===== config.mk =====
export PLATFORM = sky130hd
export DESIGN_NAME = pce_ctrl
export DESIGN_NICKNAME = d
export VERILOG_FILES = /design/src/rtl/core/pce_pkg.sv /design/src/rtl/core/pce_ctrl.sv
export SDC_FILE = /design/constraint.sdc
export NUM_CORES = 1
export LEC_CHECK = 0
export BUFFER_PORTS_ARGS = -buffer_cell sky130_fd_sc_hd__buf_2
export CAP_MARGIN = 20
export CORE_AREA = 2 2 51 57
export CTS_BUF_LIST = sky130_fd_sc_hd__clkbuf_16
export DETAILED_ROUTE_END_ITERATION = 12
export DIE_AREA = 0 0 53 59
export PLACE_DENSITY = 0.81
export SETUP_SLACK_MARGIN = 0.15
export SLEW_MARGIN = 0
export SYNTH_ARGS = -nofsm -noshare
export SYNTH_HDL_FRONTEND = slang
export SYNTH_SLANG_ARGS = --single-unit
export TNS_END_PERCENT = 10

===== constraint.sdc =====
create_clock -name clk -period 2.6 [get_ports clk]
set_input_delay 0.26 -clock clk [delete_from_list [all_inputs] [get_ports clk]]
set_output_delay 0.26 -clock clk [all_outputs]
set_load 0.02 [all_outputs]

===== src/rtl/core/pce_pkg.sv =====
// ----------------------------------------------------------------------------
// pce_pkg
// Shared types, constants and helper functions for the particle constraint
// engine: item and result layouts, operation codes and fixed-point widths.
// ----------------------------------------------------------------------------
package pce_pkg;

    // Table size and fixed-point format.
    localparam int POINTS    = 64;
    localparam int PT_W      = $clog2(POINTS);
    localparam int MEM_DEPTH = POINTS * 4;
    localparam int MEM_AW    = PT_W + 2;
    localparam int FRAC_BITS = 16;
    localparam int W         = 32;

    // Datapath widths.
    localparam int DW      = W + 1;          // exact position difference
    localparam int MUL_W   = 36;             // multiplier operand width
    localparam int PROD_W  = 2 * MUL_W;      // multiplier product width
    localparam int SQ_W    = 68;             // sum of three squares
    localparam int ROOT_W  = 36;             // square root result bits
    localparam int RAD_W   = 2 * ROOT_W;     // padded radicand
    localparam int SRW     = ROOT_W + 3;     // square root remainder
    localparam int QB      = 35;             // correction quotient bits
    localparam int DR_W    = QB + 1;         // divider remainder and divisor
    localparam int CW      = QB + 2;         // signed correction
    localparam int CNT_W   = 6;

    // Function codes.
    localparam logic [2:0] FN_WRITE     = 3'd0;
    localparam logic [2:0] FN_SET_VEL   = 3'd1;
    localparam logic [2:0] FN_FORCE     = 3'd2;
    localparam logic [2:0] FN_INTEGRATE = 3'd3;
    localparam logic [2:0] FN_CONSTRAIN = 3'd4;
    localparam logic [2:0] FN_READ      = 3'd5;

    // Constraint kinds.
    localparam logic [2:0] KIND_MAX_X = 3'd3;
    localparam logic [2:0] KIND_DIST  = 3'd6;
    localparam logic [2:0] KIND_BAD   = 3'd7;

    // Result status codes.
    localparam logic [1:0] ST_OK        = 2'd0;
    localparam logic [1:0] ST_BAD_KIND  = 2'd1;
    localparam logic [1:0] ST_ZERO_DIST = 2'd2;

    // Datapath operations issued by the controller.
    localparam logic [4:0] OP_NOP       = 5'd0;
    localparam logic [4:0] OP_RD_A      = 5'd1;
    localparam logic [4:0] OP_RD_B      = 5'd2;
    localparam logic [4:0] OP_WR_A      = 5'd3;
    localparam logic [4:0] OP_WR_B      = 5'd4;
    localparam logic [4:0] OP_WRPT      = 5'd5;
    localparam logic [4:0] OP_SETV      = 5'd6;
    localparam logic [4:0] OP_F_MUL     = 5'd7;
    localparam logic [4:0] OP_F_ACC     = 5'd8;
    localparam logic [4:0] OP_INT_V     = 5'd9;
    localparam logic [4:0] OP_INT_P     = 5'd10;
    localparam logic [4:0] OP_CLAMP     = 5'd11;
    localparam logic [4:0] OP_BADKIND   = 5'd12;
    localparam logic [4:0] OP_DIFF      = 5'd13;
    localparam logic [4:0] OP_SQ_MUL    = 5'd14;
    localparam logic [4:0] OP_SQ_ACC    = 5'd15;
    localparam logic [4:0] OP_SQRT_INIT = 5'd16;
    localparam logic [4:0] OP_SQRT_STEP = 5'd17;
    localparam logic [4:0] OP_ZERO      = 5'd18;
    localparam logic [4:0] OP_C_MUL     = 5'd19;
    localparam logic [4:0] OP_C_LOAD    = 5'd20;
    localparam logic [4:0] OP_DIV_STEP  = 5'd21;
    localparam logic [4:0] OP_APPLY     = 5'd22;
    localparam logic [4:0] OP_OUT       = 5'd23;

    typedef struct packed {
        logic [2:0]          func;
        logic [5:0]          point_a;
        logic [5:0]          point_b;
        logic [2:0]          kind;
        logic signed [31:0]  limit_value;
        logic signed [31:0]  vec_x;
        logic signed [31:0]  vec_y;
        logic signed [31:0]  vec_z;
        logic [31:0]         inv_mass;
        logic                batch_end;
    } pce_in_t;

    typedef struct packed {
        logic signed [31:0]  out_px;
        logic signed [31:0]  out_py;
        logic signed [31:0]  out_pz;
        logic signed [31:0]  out_vx;
        logic signed [31:0]  out_vy;
        logic signed [31:0]  out_vz;
        logic [1:0]          status;
        logic                pass_done;
    } pce_out_t;

    typedef struct packed {
        logic [4:0] op;
        logic [1:0] axis;
        logic       capture;
    } pce_cmd_t;

    typedef struct packed {
        logic [2:0] func;
        logic [2:0] kind;
        logic       root_zero;
    } pce_stat_t;

    // Saturate a wide signed value to a 32-bit signed word.
    function automatic logic signed [W-1:0] sat32(input logic signed [PROD_W-1:0] v);
        logic [PROD_W-W:0] top;
        top = v[PROD_W-1:W-1];
        if (&top || ~|top)
            return v[W-1:0];
        else if (v[PROD_W-1])
            return {1'b1, {(W-1){1'b0}}};
        else
            return {1'b0, {(W-1){1'b1}}};
    endfunction

endpackage


===== src/rtl/core/pce_ctrl.sv =====
// ----------------------------------------------------------------------------
// pce_ctrl
// Sequencer for the particle constraint engine. Steps the datapath through
// the load, compute and write-back phases of one item and owns both
// handshakes.
// ----------------------------------------------------------------------------
module pce_ctrl (
    input  logic                clk,
    input  logic                rst_n,
    input  logic                item_valid,
    output logic                item_stall,
    output logic                result_valid,
    input  logic                result_stall,
    input  pce_pkg::pce_stat_t  stat,
    output pce_pkg::pce_cmd_t   cmd
);

    localparam logic [4:0] S_IDLE    = 5'd0;
    localparam logic [4:0] S_RD_A    = 5'd1;
    localparam logic [4:0] S_RD_B    = 5'd2;
    localparam logic [4:0] S_WAIT    = 5'd3;
    localparam logic [4:0] S_ONE     = 5'd4;
    localparam logic [4:0] S_F_MUL   = 5'd5;
    localparam logic [4:0] S_F_ACC   = 5'd6;
    localparam logic [4:0] S_INT_V   = 5'd7;
    localparam logic [4:0] S_INT_P   = 5'd8;
    localparam logic [4:0] S_DIFF    = 5'd9;
    localparam logic [4:0] S_SQ_MUL  = 5'd10;
    localparam logic [4:0] S_SQ_ACC  = 5'd11;
    localparam logic [4:0] S_SQ_INIT = 5'd12;
    localparam logic [4:0] S_SQRT    = 5'd13;
    localparam logic [4:0] S_CHECK   = 5'd14;
    localparam logic [4:0] S_C_MUL   = 5'd15;
    localparam logic [4:0] S_C_LOAD  = 5'd16;
    localparam logic [4:0] S_DIV     = 5'd17;
    localparam logic [4:0] S_APPLY   = 5'd18;
    localparam logic [4:0] S_WR_A    = 5'd19;
    localparam logic [4:0] S_WR_B    = 5'd20;
    localparam logic [4:0] S_DONE    = 5'd21;

    localparam logic [pce_pkg::CNT_W-1:0] LAST_AXIS = pce_pkg::CNT_W'(2);
    localparam logic [pce_pkg::CNT_W-1:0] LAST_ROOT = pce_pkg::CNT_W'(pce_pkg::ROOT_W - 1);
    localparam logic [pce_pkg::CNT_W-1:0] LAST_DIV  = pce_pkg::CNT_W'(pce_pkg::QB - 1);

    logic [4:0]                  state_reg, state_next;
    logic [pce_pkg::CNT_W-1:0]   cnt_reg, cnt_next;
    logic                        out_valid_reg, out_valid_next;
    logic                        is_dist;

    assign is_dist = (stat.func == pce_pkg::FN_CONSTRAIN) && (stat.kind == pce_pkg::KIND_DIST);
    assign item_stall   = (state_reg != S_IDLE);
    assign result_valid = out_valid_reg;

    // State and counter registers.
    always_ff @(posedge clk or negedge rst_n)
    begin
        if (!rst_n)
        begin
            state_reg     <= S_IDLE;
            cnt_reg       <= '0;
            out_valid_reg <= 1'b0;
        end
        else
        begin
            state_reg     <= state_next;
            cnt_reg       <= cnt_next;
            out_valid_reg <= out_valid_next;
        end
    end

    // Next-state logic and command decode.
    always_comb
    begin
        state_next     = state_reg;
        cnt_next       = cnt_reg;
        out_valid_next = out_valid_reg && result_stall;
        cmd.op         = pce_pkg::OP_NOP;
        cmd.axis       = cnt_reg[1:0];
        cmd.capture    = 1'b0;

        case (state_reg)
            S_IDLE:
            begin
                if (item_valid)
                begin
                    cmd.capture = 1'b1;
                    cnt_next    = '0;
                    state_next  = S_RD_A;
                end
            end
            S_RD_A:
            begin
                cmd.op = pce_pkg::OP_RD_A;
                if (cnt_reg == LAST_AXIS)
                begin
                    cnt_next   = '0;
                    state_next = is_dist ? S_RD_B : S_WAIT;
                end
                else
                    cnt_next = cnt_reg + 1'b1;
            end
            S_RD_B:
            begin
                cmd.op = pce_pkg::OP_RD_B;
                if (cnt_reg == LAST_AXIS)
                begin
                    cnt_next   = '0;
                    state_next = S_WAIT;
                end
                else
                    cnt_next = cnt_reg + 1'b1;
            end
            S_WAIT:
            begin
                // The last read beat lands in the working registers here.
                cnt_next = '0;
                case (stat.func)
                    pce_pkg::FN_FORCE:     state_next = S_F_MUL;
                    pce_pkg::FN_INTEGRATE: state_next = S_INT_V;
                    pce_pkg::FN_CONSTRAIN: state_next = is_dist ? S_DIFF : S_ONE;
                    default:               state_next = S_ONE;
                endcase
            end
            S_ONE:
            begin
                case (stat.func)
                    pce_pkg::FN_WRITE:     cmd.op = pce_pkg::OP_WRPT;
                    pce_pkg::FN_SET_VEL:   cmd.op = pce_pkg::OP_SETV;
                    pce_pkg::FN_CONSTRAIN:
                        cmd.op = (stat.kind == pce_pkg::KIND_BAD) ? pce_pkg::OP_BADKIND
                                                                  : pce_pkg::OP_CLAMP;
                    default:               cmd.op = pce_pkg::OP_NOP;
                endcase
                state_next = S_WR_A;
            end
            S_F_MUL:
            begin
                cmd.op     = pce_pkg::OP_F_MUL;
                state_next = S_F_ACC;
            end
            S_F_ACC:
            begin
                cmd.op = pce_pkg::OP_F_ACC;
                if (cnt_reg == LAST_AXIS)
                begin
                    cnt_next   = '0;
                    state_next = S_WR_A;
                end
                else
                begin
                    cnt_next   = cnt_reg + 1'b1;
                    state_next = S_F_MUL;
                end
            end
            S_INT_V:
            begin
                cmd.op     = pce_pkg::OP_INT_V;
                state_next = S_INT_P;
            end
            S_INT_P:
            begin
                cmd.op     = pce_pkg::OP_INT_P;
                state_next = S_WR_A;
            end
            S_DIFF:
            begin
                cmd.op     = pce_pkg::OP_DIFF;
                state_next = S_SQ_MUL;
            end
            S_SQ_MUL:
            begin
                cmd.op     = pce_pkg::OP_SQ_MUL;
                state_next = S_SQ_ACC;
            end
            S_SQ_ACC:
            begin
                cmd.op = pce_pkg::OP_SQ_ACC;
                if (cnt_reg == LAST_AXIS)
                begin
                    cnt_next   = '0;
                    state_next = S_SQ_INIT;
                end
                else
                begin
                    cnt_next   = cnt_reg + 1'b1;
                    state_next = S_SQ_MUL;
                end
            end
            S_SQ_INIT:
            begin
                cmd.op     = pce_pkg::OP_SQRT_INIT;
                cnt_next   = '0;
                state_next = S_SQRT;
            end
            S_SQRT:
            begin
                cmd.op = pce_pkg::OP_SQRT_STEP;
                if (cnt_reg == LAST_ROOT)
                begin
                    cnt_next   = '0;
                    state_next = S_CHECK;
                end
                else
                    cnt_next = cnt_reg + 1'b1;
            end
            S_CHECK:
            begin
                // Coincident points leave the table untouched.
                cnt_next = '0;
                if (stat.root_zero)
                begin
                    cmd.op     = pce_pkg::OP_ZERO;
                    state_next = S_WR_A;
                end
                else
                    state_next = S_C_MUL;
            end
            S_C_MUL:
            begin
                cmd.op     = pce_pkg::OP_C_MUL;
                state_next = S_C_LOAD;
            end
            S_C_LOAD:
            begin
                cmd.op = pce_pkg::OP_C_LOAD;
                if (cnt_reg == LAST_AXIS)
                begin
                    cnt_next   = '0;
                    state_next = S_DIV;
                end
                else
                begin
                    cnt_next   = cnt_reg + 1'b1;
                    state_next = S_C_MUL;
                end
            end
            S_DIV:
            begin
                cmd.op = pce_pkg::OP_DIV_STEP;
                if (cnt_reg == LAST_DIV)
                begin
                    cnt_next   = '0;
                    state_next = S_APPLY;
                end
                else
                    cnt_next = cnt_reg + 1'b1;
            end
            S_APPLY:
            begin
                cmd.op     = pce_pkg::OP_APPLY;
                cnt_next   = '0;
                state_next = S_WR_A;
            end
            S_WR_A:
            begin
                cmd.op = pce_pkg::OP_WR_A;
                if (cnt_reg == LAST_AXIS)
                begin
                    cnt_next   = '0;
                    state_next = is_dist ? S_WR_B : S_DONE;
                end
                else
                    cnt_next = cnt_reg + 1'b1;
            end
            S_WR_B:
            begin
                cmd.op = pce_pkg::OP_WR_B;
                if (cnt_reg == LAST_AXIS)
                begin
                    cnt_next   = '0;
                    state_next = S_DONE;
                end
                else
                    cnt_next = cnt_reg + 1'b1;
            end
            S_DONE:
            begin
                // Load the output register once the previous beat has left.
                if (!out_valid_reg || !result_stall)
                begin
                    cmd.op         = pce_pkg::OP_OUT;
                    out_valid_next = 1'b1;
                    state_next     = S_IDLE;
                end
            end
            default:
            begin
                state_next = S_IDLE;
            end
        endcase
    end

endmodule


==> Word-level counts from Yosys, hierarchy flattened <==
Index checks and enable logic that the tools add are counted.
{ "word_totals": {"inputBits": 11, "out_inout_bits": 10, "ff_bits": 12, "elab_cells": 87} }
{ "classes": {"eq_ne": 38, "reduce_logical": 14, "n_addsub": 1, "muxes": 31} }
{ "ops": {"columns": ["cell", "n"], "rows": [
  ["5-bit one-hot mux with 20 select lines", 2],
  ["5-bit 2-to-1 mux", 13],
  ["5-bit by 4-bit == test with 1-bit output, second input constant", 8],
  ["5-bit == test, second input constant", 6],
  ["6-bit one-hot mux with 5 select lines", 1],
  ["6-bit 2-to-1 mux", 4],
  ["4-bit one-hot mux with 3 select lines", 2],
  ["5-bit by 3-bit == test with 1-bit output, second input constant", 4],
  ["2-bit != test, second input constant", 8],
  ["6-bit == test, second input constant", 2],
  ["5-bit by 2-bit == test with 1-bit output, second input constant", 2],
  ["5-bit nonzero test", 2],
  ["3-bit == test, second input constant", 3],
  ["8-bit AND reduction", 1],
  ["7-bit OR reduction", 1],
  ["6-bit by 1-bit adder with 6-bit output, second input constant", 1],
  ["3-bit by 2-bit == test with 1-bit output, second input constant", 2],
  ["6-bit by 2-bit == test with 1-bit output, second input constant", 1],
  ["1-bit 2-to-1 mux", 6],
  ["3-bit 2-to-1 mux", 2],
  ["5-bit by 1-bit == test with 1-bit output, second input constant", 1],
  ["5-bit logical NOT", 1],
  ["4-bit 2-to-1 mux", 1],
  ["4-bit OR reduction", 1],
  ["7 further kinds", 9]
]} }

==> Longest topological paths before layout <==
{ "depth": {"ltp_word": 5, "ltp_mapped": 8, "mapped_depth_nobuf": 7} }

==> Worst setup path before layout <==
OpenSTA, ideal clock, no wires.
{ "synth_timing": {"path_type": "flip-flop to output port", "from": "register state_reg[4]", "to": "output port cmd[3] (netlist bit)", "t_arrival_ns": 1.737, "setup_slack_ns": 0.603, "path_stages_with_launch": 8, "path_buffers": 2, "cell_sequence": "dfrtp_1 > buf_2 > buf_1 > inv_1 > nand2_1 > a2111oi_0 > nand3_1 > nand2_1"} }
{ "synth_lines": {"columns": ["element", "line_no", "rtl"], "rows": [
  ["from (decl)", "pce_ctrl.sv:45", "logic [4:0] state_reg, state_next;"],
  ["from (signal assigned)", "pce_ctrl.sv:65", "state_reg <= state_next;"],
  ["to (decl)", "pce_ctrl.sv:15", "output pce_pkg::pce_cmd_t cmd"]
]} }

==> results.md <==
- Routability-driven placement finished with a final weighted congestion of 0.9953.
- Sorting the synthesized cells by area gives the leading types as dfrtp_1 21%, o21ai_0 6.4%, nand2_1 5.1%.
- After the last flow step, the layout net total stands at 225.
- The setup check on the worst reg-to-reg path leaves a slack of 0.35 ns.
- The number of standard cells in the final layout excluding fillers is 242.
- The TritonCTS clock tree is built.
- The synthesized area per cell is 7.241 um^2.
- Entering global routing, the biggest net connects 20 pins.
- During I/O placement, the number of pins put on the boundary was 21.
- The critical path goes through buf_4 -> a21oi_1 -> a2111oi_0 -> a211o_1 -> buf_2.
- The analysis attributes to cell leakage a power of 0.6819 nW.
- The share of post-route cells with drive strength above 1 is 18.96%.
- The deepest clock path buffer count is 2.
- The number of antenna diodes in the final layout is 0.
- Dividing the final minimum period by the clock period gives 87.62%.
- Hold is met by 0.4158 ns.
- The switching share of total power is 19.35%.
- The area of the die is 3127 um^2.
- The clock reaches the later pin of the worst-skew pair after 0.24 ns.
- The worst pin sits at a relative slew slack of 60.33%.
- Yosys mapped a number of flops with a built-in enable equal to 0.
- The post-placement setup slack is 0.3591 ns.
- Clock-pin slew was measured on the worst setup and hold paths at 0.04 ns.
- The element type at the critical path start is a register.
- The flow ran to the end, and the final reports show no timing, DRC or antenna violations.
- The net switching component of the power is 0.09609 mW.
- The post-detailed-placement half-perimeter wirelength is 3022 um.
- For this run, design rule violations remaining after detail routing come to 0.
- STA classifies the critical path endpoint as an output port.
- The floorplan die width is 53 um.
- The share of the core filled with cells in the final layout is 64.96%.
- The sum of overflow across all layers after global routing is 0.
- The path type of the worst min-delay path is input port to async pin.
- The total power after layout is 0.4967 mW.
- The max-slew violation count is 0.
- The number of clock buffers added by TritonCTS is 3.
- The number of flip-flops under the largest register name is 6.
- The tool flagged a number of max-cap violations equal to 0.
- VDD sags by at most 0.4457 mV.
- Buffers placed on the I/O ports in this run total 20.
- The hold violation total from the final report is 0.
- The power density relative to cell area is 306.3 nW/um^2.
- The clock drives 12 sinks.
- The floorplan has 19 rows.
- The critical path data arrival time is 2.02 ns.
- The final-layout setup total negative slack is 0 ns.
- The Yosys step of the flow raised 0 warnings.
- For the worst setup path, the data required time is 2.34 ns.
- At the pin with the least slew margin, the transition time is 0.5950 ns.
- The internal power consumption is 0.4006 mW.
- The minimum clock period after layout is 2.278 ns.
- The area of the placeable core is 2496 um^2.
- With fillers left out, the area of the finished cells amounts to 1622 um^2.
- The share of total power dissipated in the clock network is 57.0%.
- The number of cells after detailed placement is 237.
- The final setup violation count is 0.
- In the routed layout, each cell is associated on average with a via count of 6.822.
- The number of different library cells used by synthesis comes to 56.
- Counting flops with an async set or reset pin after synthesis yields a share of 100.0%.
- The via count of the first global-routing pass is 1483.
- Between clock sinks in the finished design, the worst skew comes to 0.002348 ns.
- The post-synthesis register bit count is 12.
- The maximum level of the CTS H-tree is 1.
- Summing all placed instances gives a cell area of 1526 um^2.
- The standard cell with the maximum stage delay on the critical path is dfrtp_1.
- The initial antenna violation count was 0.
- For this run, the top clock speed supported by timing is 0.4389 GHz.
- The most used flip-flop cell after synthesis is dfrtp_1.
- The largest fanout on the critical path is 16.
- Relative to the synthesized area, the layout overhead comes to 16.03%.
- Sequential cells were found to cover 21.49% of the synthesized design area.
- The slack of the critical path is 0.3218 ns.
- The post-detailed-routing wire length is 4217 um.
- The global-route wire length before repair is 6824 um.
- After technology mapping, the gate count stands at 193.
- From bottom edge to top edge, the die measures 59 um.
- The cell area that synthesis handed to floorplanning was 1398 um^2.
- The peak per-stage delay on the critical path is 0.67 ns.
- The share of Yosys cell area claimed by the top area cell type is 21.49%.
- The total iterations of the first detailed-routing run is 6.
- The class of the most critical setup path is register to output port.
- The critical register-to-register path startpoint is state_reg[1]$_DFFE_PN0P_.
- The relative contribution of combinational cells to total power is 5.3%.
- The number of nets handed over by synthesis was 206.
- The largest area contributor in the synthesized netlist is dfrtp_1.
- Setup repair after global routing left no endpoint under its margin.
- In the final routed layout, each cell accounts on average for 17.43 um.
- The worst register-to-register path has a depth of 6.
- The total via count in the routed design is 1651.
- The cell at the root of the clock tree is clkbuf_16.
- The endpoint of the most critical register-to-register path is cnt_reg[4]$_DFFE_PN0P_.
- Across every metal layer, demand over resource in global routing totals 28.90%.
- The sequential share of power is 37.7%.
- The buffers inserted during post-CTS setup optimization is 0.
- The detail route stage leaves a number of antenna-violating nets equal to 0.
- The starting utilization of the core area is 55.99%.
- The filler cells instantiated in the layout total 223.
- The number of DRC violations after detailed-routing iteration 0 is 110.
## power groups by stage
| stage | Sequential, mW | Combinational, mW | Clock [mW] |
|---|---|---|---|
| 2_1_floorplan | 0.190 | 0.00696 | 0 |
| 3_3_place_gp | 0.190 | 0.0237 | 0 |
| 3_5_place_dp | 0.190 | 0.0242 | 0 |
| 4_1_cts | 0.187 | 0.0255 | 0.282 |
| 5_1_grt | 0.187 | 0.0292 | 0.290 |
| 6_report | 0.187 | 0.0262 | 0.283 |
## synthesized netlist by cell type (2+ instances only)
| library cell | count |
|---|---|
| nand2_1 | 19 |
| o21ai_0 | 18 |
| nor2_1 | 16 |
| a21oi_1 | 12 |
| dfrtp_1 | 12 |
| buf_2 | 8 |
| nand3_1 | 8 |
| inv_1 | 7 |
| nor2b_1 | 6 |
| nor3_1 | 6 |
| mux2i_1 | 5 |
| o22ai_1 | 4 |
| a2111oi_0 | 3 |
| a211oi_1 | 3 |
| a22oi_1 | 3 |
| a32oi_1 | 3 |
| and2_1 | 3 |
| and3_1 | 3 |
| buf_1 | 3 |
| clkbuf_1 | 3 |
| nor3b_1 | 3 |
| a211o_1 | 2 |
| a221oi_1 | 2 |
| a31oi_1 | 2 |
| a41o_1 | 2 |
| buf_4 | 2 |
| ha_1 | 2 |
| nand2b_1 | 2 |
| o32ai_1 | 2 |
| or2_2 | 2 |
| or3b_2 | 2 |
## worst max path at each step
stage / cells past startpoint / start / end / slack, ns
finish: 5 / state_reg[0]$_DFFE_PN0P_ / cmd[5] / 0.32
global route: 6 / state_reg[1]$_DFFE_PN0P_ / cmd[4] / 0.17
CTS: 6 / state_reg[1]$_DFFE_PN0P_ / cmd[4] / 0.23
detailed placement: 6 / state_reg[1]$_DFFE_PN0P_ / cmd[4] / 0.36
global placement: 6 / state_reg[0]$_DFFE_PN0P_ / cmd[3] / 0.39
floorplan: 7 / state_reg[4]$_DFFE_PN0P_ / cmd[3] / 0.60
## metal layers
metal  wire length [um]  part of all wire, %  vias up  track usage, %
met2               2047                   49       92           46.61
met5                  0                    0        -               0
met1               1691                   40      787           39.19
li1                   -                    -      760               -
met4                 76                  1.8        0           8.059
met3                402                  9.5       12           6.061
## worst max-delay path, delay by kind of cell (launching register included)
family	cells	cell delay [ns]
buffers and inverters	2	0.43
DFF	1	0.67
AOI/OAI and AO/OA	3	0.67
## cells by family after synthesis
logic type | share of synthesized area, %
mux | 3.581
xor+xnor | 1.254
flops | 21.49
simple gates | 32.23
compound gates | 32.23
buf+inv | 7.431
fa+ha+maj | 1.790
## timing repair
action                                  in CTS  in global routing
endpoints found under the setup margin       2                  3
endpoints found under the hold margin       12                  0
hold buffers                                 1                  0
cloned                                       0                  0
resized for setup                            1                  1
## placed cells by master (no fill, tap or decap), types with 5 or more instances in the layout
cell type	Yosys	final
buf_2	8	20
nand2_1	19	19
o21ai_0	18	18
nor2_1	16	16
a21oi_1	12	12
dfrtp_1	12	12
buf_4	2	9
nand3_1	8	8
inv_1	7	7
nor2b_1	6	6
nor3_1	6	6
mux2i_1	5	5
## area by class of cell
| cell class | instances | area (um^2) | area share, % |
|---|---|---|---|
| Multi-Input combinational cell | 158 | 999.7 | 61.65 |
| Sequential cell | 12 | 300.3 | 18.52 |
| Timing Repair Buffer | 30 | 177.7 | 10.96 |
| Clock buffer | 3 | 75.07 | 4.630 |
| Tap cell | 31 | 38.79 | 2.392 |
| Inverter | 7 | 26.28 | 1.620 |
| Clock inverter | 1 | 3.754 | 0.2315 |
(Power assumes the default switching activity.)
